`src/rtl/slet_pkg.sv`:
```
// shared constants, codes and controller/datapath command types
package slet_pkg;

   // line store and field limits
   localparam int LINE_CHARS  = 80;
   localparam int FIELD_LIMIT = 6;

   // derived widths
   localparam int CNT_W   = $clog2(LINE_CHARS + 1);
   localparam int ADDR_W  = $clog2(LINE_CHARS);
   localparam int FCNT_W  = $clog2(FIELD_LIMIT + 1);

   // fixed payload widths
   localparam int CHAR_W     = 8;
   localparam int KIND_W     = 2;
   localparam int POS_W      = 7;
   localparam int OUT_CNT_W  = 3;

   // backspace echo sequence
   localparam int BS_STEPS = 3;
   localparam int STEP_W   = 2;

   // result kinds
   localparam logic [KIND_W-1:0] KIND_ECHO   = 2'd0;
   localparam logic [KIND_W-1:0] KIND_FIELD  = 2'd1;
   localparam logic [KIND_W-1:0] KIND_END    = 2'd2;
   localparam logic [KIND_W-1:0] KIND_REJECT = 2'd3;

   // character codes
   localparam logic [CHAR_W-1:0] CH_BS      = 8'd8;
   localparam logic [CHAR_W-1:0] CH_LF      = 8'd10;
   localparam logic [CHAR_W-1:0] CH_CR      = 8'd13;
   localparam logic [CHAR_W-1:0] CH_SPACE   = 8'd32;
   localparam logic [CHAR_W-1:0] CH_NUM_LO  = 8'd44;
   localparam logic [CHAR_W-1:0] CH_NUM_HI  = 8'd57;
   localparam logic [CHAR_W-1:0] CH_UPR_LO  = 8'd65;
   localparam logic [CHAR_W-1:0] CH_UPR_HI  = 8'd90;
   localparam logic [CHAR_W-1:0] CH_LWR_LO  = 8'd97;
   localparam logic [CHAR_W-1:0] CH_LWR_HI  = 8'd122;

   // output register source select
   typedef enum logic [2:0] {
      SEL_ECHO,
      SEL_BS,
      SEL_SPACE,
      SEL_REJECT,
      SEL_FIELD,
      SEL_END
   } out_sel_type;

   // controller to datapath
   typedef struct packed {
      logic        take_byte;
      logic        store_char;
      logic        dec_count;
      logic        clr_count;
      logic        scan_start;
      logic        mem_read;
      logic        scan_eval;
      logic        step_clr;
      logic        step_inc;
      logic        out_load;
      out_sel_type out_sel;
      logic        out_last;
   } cmd_type;

   // datapath to controller
   typedef struct packed {
      logic byte_is_bs;
      logic byte_is_eol;
      logic byte_printable;
      logic count_zero;
      logic line_room;
      logic scan_more;
      logic emit_needed;
      logic out_free;
      logic step_mid;
      logic step_last;
   } status_type;

endpackage

```
`src/rtl/slet_ifs.sv`:
```
// valid/ready channel interfaces for received bytes and result items

interface slet_req_if;
   logic                           valid;
   logic                           ready;
   logic [slet_pkg::CHAR_W-1:0]    rx_byte;

   modport source (output valid, output rx_byte, input ready);
   modport sink   (input valid, input rx_byte, output ready);
endinterface

interface slet_rsp_if;
   logic                              valid;
   logic                              ready;
   logic [slet_pkg::KIND_W-1:0]       kind;
   logic [slet_pkg::CHAR_W-1:0]       echo_char;
   logic                              field_type;
   logic [slet_pkg::POS_W-1:0]        field_position;
   logic [slet_pkg::OUT_CNT_W-1:0]    field_count;
   logic                              last;

   modport source (output valid, output kind, output echo_char, output field_type,
                   output field_position, output field_count, output last,
                   input ready);
   modport sink   (input valid, input kind, input echo_char, input field_type,
                   input field_position, input field_count, input last,
                   output ready);
endinterface

```
`src/rtl/slet_dp.sv`:
```
// datapath: byte register, line store, scan state and result register
module slet_dp (
   input  logic                        clock,
   input  logic                        reset,
   input  slet_pkg::cmd_type           cmd,
   output slet_pkg::status_type        status,
   input  logic [slet_pkg::CHAR_W-1:0] rx_byte,
   slet_rsp_if.source                  rsp
);

   logic [slet_pkg::CHAR_W-1:0]    byte_ff, byte_in;
   logic [slet_pkg::CNT_W-1:0]     count_ff, count_in;
   logic [slet_pkg::CNT_W-1:0]     ptr_ff, ptr_in;
   logic [slet_pkg::FCNT_W-1:0]    fields_ff, fields_in;
   logic                           run_valid_ff, run_valid_in;
   logic                           run_alpha_ff, run_alpha_in;
   logic [slet_pkg::STEP_W-1:0]    step_ff, step_in;
   logic [slet_pkg::CHAR_W-1:0]    rd_data_ff;
   logic [slet_pkg::CHAR_W-1:0]    line_mem [slet_pkg::LINE_CHARS];

   logic                           out_valid_ff, out_valid_in;
   logic [slet_pkg::KIND_W-1:0]    kind_ff, kind_in;
   logic [slet_pkg::CHAR_W-1:0]    echo_ff, echo_in;
   logic                           ftype_ff, ftype_in;
   logic [slet_pkg::POS_W-1:0]     fpos_ff, fpos_in;
   logic [slet_pkg::OUT_CNT_W-1:0] fcnt_ff, fcnt_in;
   logic                           last_ff, last_in;

   logic                           cls_num, cls_alpha, cls_valid, run_differs, out_free;
   logic [slet_pkg::CNT_W-1:0]     chk_idx;

   // class of the character under scan
   assign cls_num   = (rd_data_ff >= slet_pkg::CH_NUM_LO) && (rd_data_ff <= slet_pkg::CH_NUM_HI);
   assign cls_alpha = ((rd_data_ff >= slet_pkg::CH_UPR_LO) && (rd_data_ff <= slet_pkg::CH_UPR_HI))
                   || ((rd_data_ff >= slet_pkg::CH_LWR_LO) && (rd_data_ff <= slet_pkg::CH_LWR_HI));
   assign cls_valid   = cls_num || cls_alpha;
   assign run_differs = !run_valid_ff || (run_alpha_ff != cls_alpha);
   assign chk_idx     = ptr_ff - 1'b1;
   assign out_free    = !out_valid_ff || rsp.ready;

   // status to the controller
   always_comb begin
      status.byte_is_bs     = (byte_ff == slet_pkg::CH_BS);
      status.byte_is_eol    = (byte_ff == slet_pkg::CH_CR) || (byte_ff == slet_pkg::CH_LF);
      status.byte_printable = (byte_ff >= slet_pkg::CH_SPACE);
      status.count_zero     = (count_ff == '0);
      status.line_room      = (count_ff < slet_pkg::CNT_W'(slet_pkg::LINE_CHARS));
      status.scan_more      = (ptr_ff < count_ff);
      status.emit_needed    = cls_valid && run_differs
                           && (fields_ff < slet_pkg::FCNT_W'(slet_pkg::FIELD_LIMIT));
      status.out_free       = out_free;
      status.step_mid       = (step_ff == slet_pkg::STEP_W'(1));
      status.step_last      = (step_ff == slet_pkg::STEP_W'(slet_pkg::BS_STEPS - 1));
   end

   // line editing and scan state
   always_comb begin
      byte_in      = byte_ff;
      count_in     = count_ff;
      ptr_in       = ptr_ff;
      fields_in    = fields_ff;
      run_valid_in = run_valid_ff;
      run_alpha_in = run_alpha_ff;
      step_in      = step_ff;
      if (cmd.take_byte) begin
         byte_in = rx_byte;
      end
      if (cmd.store_char) begin
         count_in = count_ff + 1'b1;
      end else if (cmd.dec_count) begin
         count_in = count_ff - 1'b1;
      end else if (cmd.clr_count) begin
         count_in = '0;
      end
      if (cmd.scan_start) begin
         ptr_in       = '0;
         fields_in    = '0;
         run_valid_in = 1'b0;
         run_alpha_in = 1'b0;
      end else begin
         if (cmd.mem_read) begin
            ptr_in = ptr_ff + 1'b1;
         end
         if (cmd.scan_eval) begin
            run_valid_in = cls_valid;
            run_alpha_in = cls_alpha;
            if (status.emit_needed) begin
               fields_in = fields_ff + 1'b1;
            end
         end
      end
      if (cmd.step_clr) begin
         step_in = '0;
      end else if (cmd.step_inc) begin
         step_in = step_ff + 1'b1;
      end
   end

   // result register contents
   always_comb begin
      out_valid_in = out_valid_ff;
      kind_in      = kind_ff;
      echo_in      = echo_ff;
      ftype_in     = ftype_ff;
      fpos_in      = fpos_ff;
      fcnt_in      = fcnt_ff;
      last_in      = last_ff;
      if (cmd.out_load) begin
         out_valid_in = 1'b1;
         echo_in      = '0;
         ftype_in     = 1'b0;
         fpos_in      = '0;
         fcnt_in      = '0;
         last_in      = cmd.out_last;
         case (cmd.out_sel)
            slet_pkg::SEL_ECHO: begin
               kind_in = slet_pkg::KIND_ECHO;
               echo_in = byte_ff;
            end
            slet_pkg::SEL_BS: begin
               kind_in = slet_pkg::KIND_ECHO;
               echo_in = slet_pkg::CH_BS;
            end
            slet_pkg::SEL_SPACE: begin
               kind_in = slet_pkg::KIND_ECHO;
               echo_in = slet_pkg::CH_SPACE;
            end
            slet_pkg::SEL_FIELD: begin
               kind_in  = slet_pkg::KIND_FIELD;
               ftype_in = cls_alpha;
               fpos_in  = slet_pkg::POS_W'(chk_idx);
            end
            slet_pkg::SEL_END: begin
               kind_in = slet_pkg::KIND_END;
               fcnt_in = slet_pkg::OUT_CNT_W'(fields_ff);
            end
            default: begin
               kind_in = slet_pkg::KIND_REJECT;
            end
         endcase
      end else if (rsp.ready) begin
         out_valid_in = 1'b0;
      end
   end

   // control registers
   always_ff @(posedge clock) begin
      if (reset) begin
         count_ff     <= '0;
         ptr_ff       <= '0;
         fields_ff    <= '0;
         run_valid_ff <= 1'b0;
         run_alpha_ff <= 1'b0;
         step_ff      <= '0;
         out_valid_ff <= 1'b0;
      end else begin
         count_ff     <= count_in;
         ptr_ff       <= ptr_in;
         fields_ff    <= fields_in;
         run_valid_ff <= run_valid_in;
         run_alpha_ff <= run_alpha_in;
         step_ff      <= step_in;
         out_valid_ff <= out_valid_in;
      end
   end

   // payload registers
   always_ff @(posedge clock) begin
      byte_ff  <= byte_in;
      kind_ff  <= kind_in;
      echo_ff  <= echo_in;
      ftype_ff <= ftype_in;
      fpos_ff  <= fpos_in;
      fcnt_ff  <= fcnt_in;
      last_ff  <= last_in;
   end

   // line store, one write and one registered read port
   always_ff @(posedge clock) begin
      if (cmd.store_char) begin
         line_mem[count_ff[slet_pkg::ADDR_W-1:0]] <= byte_ff;
      end
      if (cmd.mem_read) begin
         rd_data_ff <= line_mem[ptr_ff[slet_pkg::ADDR_W-1:0]];
      end
   end

   assign rsp.valid          = out_valid_ff;
   assign rsp.kind           = kind_ff;
   assign rsp.echo_char      = echo_ff;
   assign rsp.field_type     = ftype_ff;
   assign rsp.field_position = fpos_ff;
   assign rsp.field_count    = fcnt_ff;
   assign rsp.last           = last_ff;

   // character count stays within the line store
   a_count_range: assert property (@(posedge clock) disable iff (reset)
      count_ff <= slet_pkg::CNT_W'(slet_pkg::LINE_CHARS))
      else $error("character count beyond line store");

   // stores only go to a free entry
   a_store_room: assert property (@(posedge clock) disable iff (reset)
      cmd.store_char |-> status.line_room)
      else $error("store into a full line");

   // a line end leaves an empty line
   a_clear_count: assert property (@(posedge clock) disable iff (reset)
      cmd.clr_count |=> count_ff == '0)
      else $error("count not cleared after line end");

   // field count never passes the limit
   a_field_limit: assert property (@(posedge clock) disable iff (reset)
      fields_ff <= slet_pkg::FCNT_W'(slet_pkg::FIELD_LIMIT))
      else $error("field count beyond limit");

endmodule

```
`src/rtl/slet_ctrl.sv`:
```
// controller: state machine sequencing edit, echo and line scan
module slet_ctrl (
   input  logic                 clock,
   input  logic                 reset,
   slet_req_if.sink             req,
   input  slet_pkg::status_type status,
   output slet_pkg::cmd_type    cmd
);

   typedef enum logic [7:0] {
      S_IDLE    = 8'b0000_0001,
      S_DECODE  = 8'b0000_0010,
      S_BS      = 8'b0000_0100,
      S_ECHO    = 8'b0000_1000,
      S_REJECT  = 8'b0001_0000,
      S_SCAN_RD = 8'b0010_0000,
      S_SCAN    = 8'b0100_0000,
      S_END     = 8'b1000_0000
   } state_type;

   state_type state_ff, state_in;

   assign req.ready = (state_ff == S_IDLE);

   // next state and commands
   always_comb begin
      state_in = state_ff;
      cmd      = '0;
      unique case (state_ff)
         S_IDLE: begin
            if (req.valid) begin
               cmd.take_byte = 1'b1;
               state_in      = S_DECODE;
            end
         end
         S_DECODE: begin
            if (status.byte_is_bs) begin
               if (status.count_zero) begin
                  state_in = S_IDLE;
               end else begin
                  cmd.step_clr = 1'b1;
                  state_in     = S_BS;
               end
            end else if (status.byte_is_eol) begin
               cmd.scan_start = 1'b1;
               state_in       = S_SCAN_RD;
            end else if (status.byte_printable && status.line_room) begin
               cmd.store_char = 1'b1;
               state_in       = S_ECHO;
            end else begin
               state_in = S_REJECT;
            end
         end
         S_BS: begin
            if (status.out_free) begin
               cmd.out_load = 1'b1;
               cmd.out_sel  = status.step_mid ? slet_pkg::SEL_SPACE : slet_pkg::SEL_BS;
               cmd.out_last = status.step_last;
               if (status.step_last) begin
                  cmd.dec_count = 1'b1;
                  state_in      = S_IDLE;
               end else begin
                  cmd.step_inc = 1'b1;
               end
            end
         end
         S_ECHO: begin
            if (status.out_free) begin
               cmd.out_load = 1'b1;
               cmd.out_sel  = slet_pkg::SEL_ECHO;
               cmd.out_last = 1'b1;
               state_in     = S_IDLE;
            end
         end
         S_REJECT: begin
            if (status.out_free) begin
               cmd.out_load = 1'b1;
               cmd.out_sel  = slet_pkg::SEL_REJECT;
               cmd.out_last = 1'b1;
               state_in     = S_IDLE;
            end
         end
         S_SCAN_RD: begin
            if (status.scan_more) begin
               cmd.mem_read = 1'b1;
               state_in     = S_SCAN;
            end else begin
               state_in = S_END;
            end
         end
         S_SCAN: begin
            // hold while a field record waits for room in the result register
            if (!status.emit_needed || status.out_free) begin
               cmd.scan_eval = 1'b1;
               if (status.emit_needed) begin
                  cmd.out_load = 1'b1;
                  cmd.out_sel  = slet_pkg::SEL_FIELD;
               end
               if (status.scan_more) begin
                  cmd.mem_read = 1'b1;
               end else begin
                  state_in = S_END;
               end
            end
         end
         S_END: begin
            if (status.out_free) begin
               cmd.out_load  = 1'b1;
               cmd.out_sel   = slet_pkg::SEL_END;
               cmd.out_last  = 1'b1;
               cmd.clr_count = 1'b1;
               state_in      = S_IDLE;
            end
         end
         default: begin
            state_in = S_IDLE;
         end
      endcase
   end

   // state register
   always_ff @(posedge clock) begin
      if (reset) begin
         state_ff <= S_IDLE;
      end else begin
         state_ff <= state_in;
      end
   end

   // an accepted byte is always decoded next
   a_accept_decode: assert property (@(posedge clock) disable iff (reset)
      (req.valid && req.ready) |=> state_ff == S_DECODE)
      else $error("accepted item not decoded");

   // the result register is loaded only when it can take a result
   a_load_free: assert property (@(posedge clock) disable iff (reset)
      cmd.out_load |-> status.out_free)
      else $error("result register overwritten");

   // line store reads stay below the character count
   a_read_range: assert property (@(posedge clock) disable iff (reset)
      cmd.mem_read |-> status.scan_more)
      else $error("read beyond stored characters");

endmodule

```
`src/rtl/serial_line_editor_tokenizer.sv`:
```
// Echo or reject results pass through the decode state and then the echo or reject
// state into the result register. A new byte is taken only in the idle state, so
// each byte is finished before the next is accepted. A line end scans the stored
// characters, one entry per cycle via the single read port, except on result stalls.
// Reset: synchronous, clears the state machine, count and result register;
// the line store is not cleared and needs no clearing pass.
module serial_line_editor_tokenizer (
   input  logic        clock,
   input  logic        reset,
   slet_req_if.sink    req_chan,
   slet_rsp_if.source  rsp_chan
);

   slet_pkg::cmd_type    cmd;
   slet_pkg::status_type status;

   // sequencing
   slet_ctrl u_ctrl (
      .clock  (clock),
      .reset  (reset),
      .req    (req_chan),
      .status (status),
      .cmd    (cmd)
   );

   // line store, scan and result register
   slet_dp u_dp (
      .clock   (clock),
      .reset   (reset),
      .cmd     (cmd),
      .status  (status),
      .rx_byte (req_chan.rx_byte),
      .rsp     (rsp_chan)
   );

endmodule
```
`src/flat_wrapper.sv`:
```
// flat-port wrapper written by rule: the top's interface ports become plain ports
module serial_line_editor_tokenizer_flat 
  (clock, reset, req_chan_valid, req_chan_rx_byte, req_chan_ready, rsp_chan_valid, rsp_chan_kind, rsp_chan_echo_char, rsp_chan_field_type, rsp_chan_field_position, rsp_chan_field_count, rsp_chan_last, rsp_chan_ready);
  slet_req_if req_chan_i ();
  slet_rsp_if rsp_chan_i ();
  input  logic clock;
  input  logic reset;
  input wire logic [$bits(req_chan_i.valid)-1:0] req_chan_valid;
  input wire logic [$bits(req_chan_i.rx_byte)-1:0] req_chan_rx_byte;
  output wire logic [$bits(req_chan_i.ready)-1:0] req_chan_ready;
  output wire logic [$bits(rsp_chan_i.valid)-1:0] rsp_chan_valid;
  output wire logic [$bits(rsp_chan_i.kind)-1:0] rsp_chan_kind;
  output wire logic [$bits(rsp_chan_i.echo_char)-1:0] rsp_chan_echo_char;
  output wire logic [$bits(rsp_chan_i.field_type)-1:0] rsp_chan_field_type;
  output wire logic [$bits(rsp_chan_i.field_position)-1:0] rsp_chan_field_position;
  output wire logic [$bits(rsp_chan_i.field_count)-1:0] rsp_chan_field_count;
  output wire logic [$bits(rsp_chan_i.last)-1:0] rsp_chan_last;
  input wire logic [$bits(rsp_chan_i.ready)-1:0] rsp_chan_ready;
  assign req_chan_i.valid = req_chan_valid;
  assign req_chan_i.rx_byte = req_chan_rx_byte;
  assign req_chan_ready = req_chan_i.ready;
  assign rsp_chan_valid = rsp_chan_i.valid;
  assign rsp_chan_kind = rsp_chan_i.kind;
  assign rsp_chan_echo_char = rsp_chan_i.echo_char;
  assign rsp_chan_field_type = rsp_chan_i.field_type;
  assign rsp_chan_field_position = rsp_chan_i.field_position;
  assign rsp_chan_field_count = rsp_chan_i.field_count;
  assign rsp_chan_last = rsp_chan_i.last;
  assign rsp_chan_i.ready = rsp_chan_ready;
  serial_line_editor_tokenizer u_core (.clock(clock), .reset(reset), .req_chan(req_chan_i), .rsp_chan(rsp_chan_i));
endmodule
```
`config.mk`:
```
export PLATFORM = sky130hd
export DESIGN_NAME = serial_line_editor_tokenizer_flat
export DESIGN_NICKNAME = d
export VERILOG_FILES = /design/src/rtl/slet_pkg.sv /design/src/rtl/slet_ifs.sv /design/src/rtl/slet_dp.sv /design/src/rtl/slet_ctrl.sv /design/src/rtl/serial_line_editor_tokenizer.sv /design/src/flat_wrapper.sv
export SDC_FILE = /design/constraint.sdc
export NUM_CORES = 1
export LEC_CHECK = 0
export ABC_CLOCK_PERIOD_IN_PS = 4400
export BUFFER_PORTS_ARGS = -buffer_cell sky130_fd_sc_hd__buf_2
export CORE_UTILIZATION = 50
export CTS_BUF_LIST = sky130_fd_sc_hd__clkbuf_4
export DETAILED_ROUTE_END_ITERATION = 8
export GPL_ROUTABILITY_DRIVEN = 0
export PLACE_DENSITY = 0.66
export SETUP_SLACK_MARGIN = 0.5
export SLEW_MARGIN = 20
export SYNTH_ARGS = -nofsm -noshare
export SYNTH_HDL_FRONTEND = slang
export SYNTH_SLANG_ARGS = --single-unit
```
`constraint.sdc`:
```
create_clock -name clock -period 4.4 [get_ports clock]
set_input_delay 0.44 -clock clock [delete_from_list [all_inputs] [get_ports clock]]
set_output_delay 0.44 -clock clock [all_outputs]
set_load 0.03 [all_outputs]
```
==> results.yml <==
finish:
  drive_gt1_share_pct: 32.5
  final_util_pct: 57.6
  area_growth_syn_to_layout_pct: 12.9
  finalNonFillerCells: 2544
  fin_nets: 1688
  n_fill_cell: 4217
drt:
  drtIter0Drc: 1723
  viasPerCell: 5.93
  vias: 15087
  wl_per_cell_um: 25.9
  drcViolationCount: 0
  wl_met2_um: 30100
  drt_first_pass_iters: 6
  routed_wirelength_um: 66000
  route.top_layer_used: "met4"
  met3_length_um: 5690
  ant_nets: 0
  drt-met1-wl_um: 27800
synth:
  syn_inst: 1453
  synth_top_area_cell: "edfxtp_1"
  synthFlopType: "edfxtp_1"
  synth_mux_area_share_pct: 15.9
  synth_area_leaders: "edfxtp_1, mux4_2, dfxtp_1"
  synth_area_per_cell_um2: 19.5
  postSynth.asyncResetShare_pct: 0
  ys_seq_area_share_pct: 73.8
  ys_seq_elements: 708
  synthSimpleGateAreaFrac_pct: 5.09
  yosys-top-cells-count: "edfxtp_1, mux4_2, nor2_1"
  synth_top_family_by_area: "multiplexers"
  synth_compound_area_share_pct: 2.64
  synth_edf_count: 678
  synth_top_area_share_pct: 71.7
  synth_warnings: 0
  yosysMostFrequentCell: "edfxtp_1"
  yosysUniqueCellTypes: 72
  synthAdderAreaFrac_pct: 0.617
  synth_fp_nets: 1479
  synth_xor_xnor_area_share_pct: 0.370
  netlist_area_um2: 28400
floorplanning:
  die_x_um: 240
  ioPinCount: 36
  dieArea_um2: 57700
  num_rows: 86
  start_util_pct: 51.0
  core_area_um2: 55600
  die_h_um: 240
critical_path:
  critPathCaptureType: "register"
  r2r_end: "u_core.u_dp.line_mem[73][0]"
  arrival_ns: 4.18
  crit_fanout: 13
  cpMaxStageDelayCell: "nor2_1"
  crit_buf_inv: 0
  worstRegToRegCells: 6
  cp.required_ns: 5.00
  startpoint_type: "register"
  ff2ff_setup_slack_ns: 0.83
  criticalPathCategory: "register to register"
  critical_path.max_stage_delay_ns: 0.82
  reg2reg_from: "u_core.u_ctrl.state_ff[7]"
  crit_family: "simple AND/OR/NAND/NOR gates"
  crit_chain: "nor3_1 -> and4b_1 -> nand2_1 -> nor2_1 -> nand2_1 -> nor2_1"
grt:
  grt_usage_pct: 24.0
  grt_max_degree: 82
  grt_remaining_overflow: 0
  grt_pass1_vias: 15277
  antenna_found_initial: 3
  grt_first_pass_wirelength_um: 98300
timing:
  slew_headroom_pct: 29.6
  skew_ns: 0.0626
  worst_pin_slew_ns: 1.06
  hold_viol: 0
  fin_crit_sh_pct: 81.2
  drv_slew: 0
  setup_viol_count_final: 0
  rsz0062_at_grt: "no"
  period_needed_ns: 3.57
  setup-tns-final_ns: 0
  max_freq_mhz: 280
pwr:
  p_per_area_nw_per_um2: 425
  ir_drop_mv: 0.264
  power_leakage_nw: 10.1
placed_design:
  dp.final_hpwl_um: 39900
  dp.cells: 2219
  numPortBuffers: 35
hold_path:
  hold_depth: 6
  min_from: "rsp_chan_ready"
  min_to: "u_core.u_dp.fields_ff[2]"
  hold_class: "input pin to register"
clock_network:
  cts_root_buffer: "clkbuf_4"
  clkSinkCount: 708
  postCtsSetupBuffers: 0
  path_clk_slew_ns: 0.07
  clockBufferDepth: 3
  htree_levels: 4
  cts_tree: "done"
  numCtsBuffers: 178
  post_cts_resized: 0
  clk_latency_ns: 1.01
outcome:
  status: "finished clean"
run:
  drv_cap: 0
-- sequential cells by signal, summed over array words and instances (netlist names) --
register,flops
u_core.u_dp.rsp.field_count,3
u_core.u_dp.rsp.field_type,1
u_core.u_dp.fields_ff,3
u_core.u_dp.rsp.kind,2
u_core.u_dp.byte_ff,8
u_core.u_dp.step_ff,2
u_core.u_dp.run_valid_ff,1
u_core.u_dp.ptr_ff,7
u_core.u_dp.count_ff,7
u_core.u_dp.rsp.field_position,7
u_core.u_dp.run_alpha_ff,1
u_core.u_dp.rsp.last,1
u_core.u_dp.rsp.valid,1
u_core.u_ctrl.state_ff,8
u_core.u_dp.line_mem,640
u_core.u_dp.rsp.echo_char,8
u_core.u_dp.rd_data_ff,8
-- worst max path at each step --
stage | startpoint | endpoint | slack (ns) | cells after the start
6_report | u_core.u_ctrl.state_ff[7] | u_core.u_dp.line_mem[73][0] | 0.83 | 6
3_3_place_gp | u_core.u_ctrl.state_ff[7] | u_core.u_dp.line_mem[22][3] | 1.10 | 7
2_1_floorplan | u_core.u_ctrl.state_ff[2] | u_core.u_dp.rsp.echo_char[0] | 1.15 | 5
5_1_grt | u_core.u_ctrl.state_ff[7] | u_core.u_dp.line_mem[73][0] | 0.64 | 6
4_1_cts | u_core.u_ctrl.state_ff[7] | u_core.u_dp.line_mem[73][0] | 0.93 | 6
3_5_place_dp | u_core.u_ctrl.state_ff[7] | u_core.u_dp.line_mem[73][5] | 0.96 | 6
-- per-stage QoR --
| stage | area (um2) | total power, mW | setup WS [ns] | hold WS (ns) |
|---|---|---|---|---|
| after floorplan | 28400 | 8.00 | 1.15 | 0.492 |
| after global placement | 29700 | 8.24 | 1.10 | 0.506 |
| final | 32000 | 13.6 | 0.826 | 0.0942 |
| after detailed placement | 29700 | 8.25 | 0.962 | 0.530 |
| after CTS | 32000 | 13.8 | 0.932 | 0.00285 |
| after global routing | 32000 | 14.1 | 0.644 | 0.0710 |
-- where the power goes --
group	switching (mW)	internal (mW)	total [mW]
logic	0.420	0.0972	0.517
clock network	2.58	2.93	5.52
registers	0.0352	7.56	7.60
total	3.04	10.6	13.6
-- placed cells by master, fill, tap and decap left out, types with 26 or more instances in the layout --
cell and instances:
buf_2 35, dfxtp_1 26, clkbuf_4 253, edfxtp_1 678, nand2_1 55, clkinv_1 32
a21oi_1 30, buf_4 54, nor2_1 127, mux2i_1 26, mux4_2 188
-- kinds of logic after synthesis --
kind of cell	count (synthesis)
multiplexers	217
AO/OA/AOI/OAI	109
AND/OR/NAND/NOR	296
XOR/XNOR	12
buffers and inverters	97
adder cells (fa/ha/maj)	14
flip-flops	708
-- worst register-to-register path: stages (launching register included) --
cell and delay (ns):
dfxtp_1 0.47, nor3_1 0.37, and4b_1 0.35, nand2_1 0.22
nor2_1 0.36, nand2_1 0.59, nor2_1 0.83
-- area by class of cell --
type                            instances  area [um2]  area share (%)
Tap cell                              748         936            2.92
Clock inverter                         54         358            1.12
Inverter                               22        82.6           0.258
Sequential cell                       708       21000            65.4
Clock buffer                          253        1900            5.93
Timing Repair Buffer                  104         771            2.40
Multi-Input combinational cell        648        7010            21.9
Antenna cell                            7        17.5          0.0547
-- metal layers --
metal | GRT usage (%) | up-vias
met5 | 0 | -
met4 | 11.3 | 0
met3 | 7.58 | 124
met2 | 34.7 | 737
met1 | 33.3 | 7737
li1 | - | 6489
-- timing repair --
action | in CTS | in global routing
setup endpoints to repair | 0 | 0
hold buffers | 11 | 0
hold endpoints to repair | 28 | 0
(Power assumes the default switching activity.)
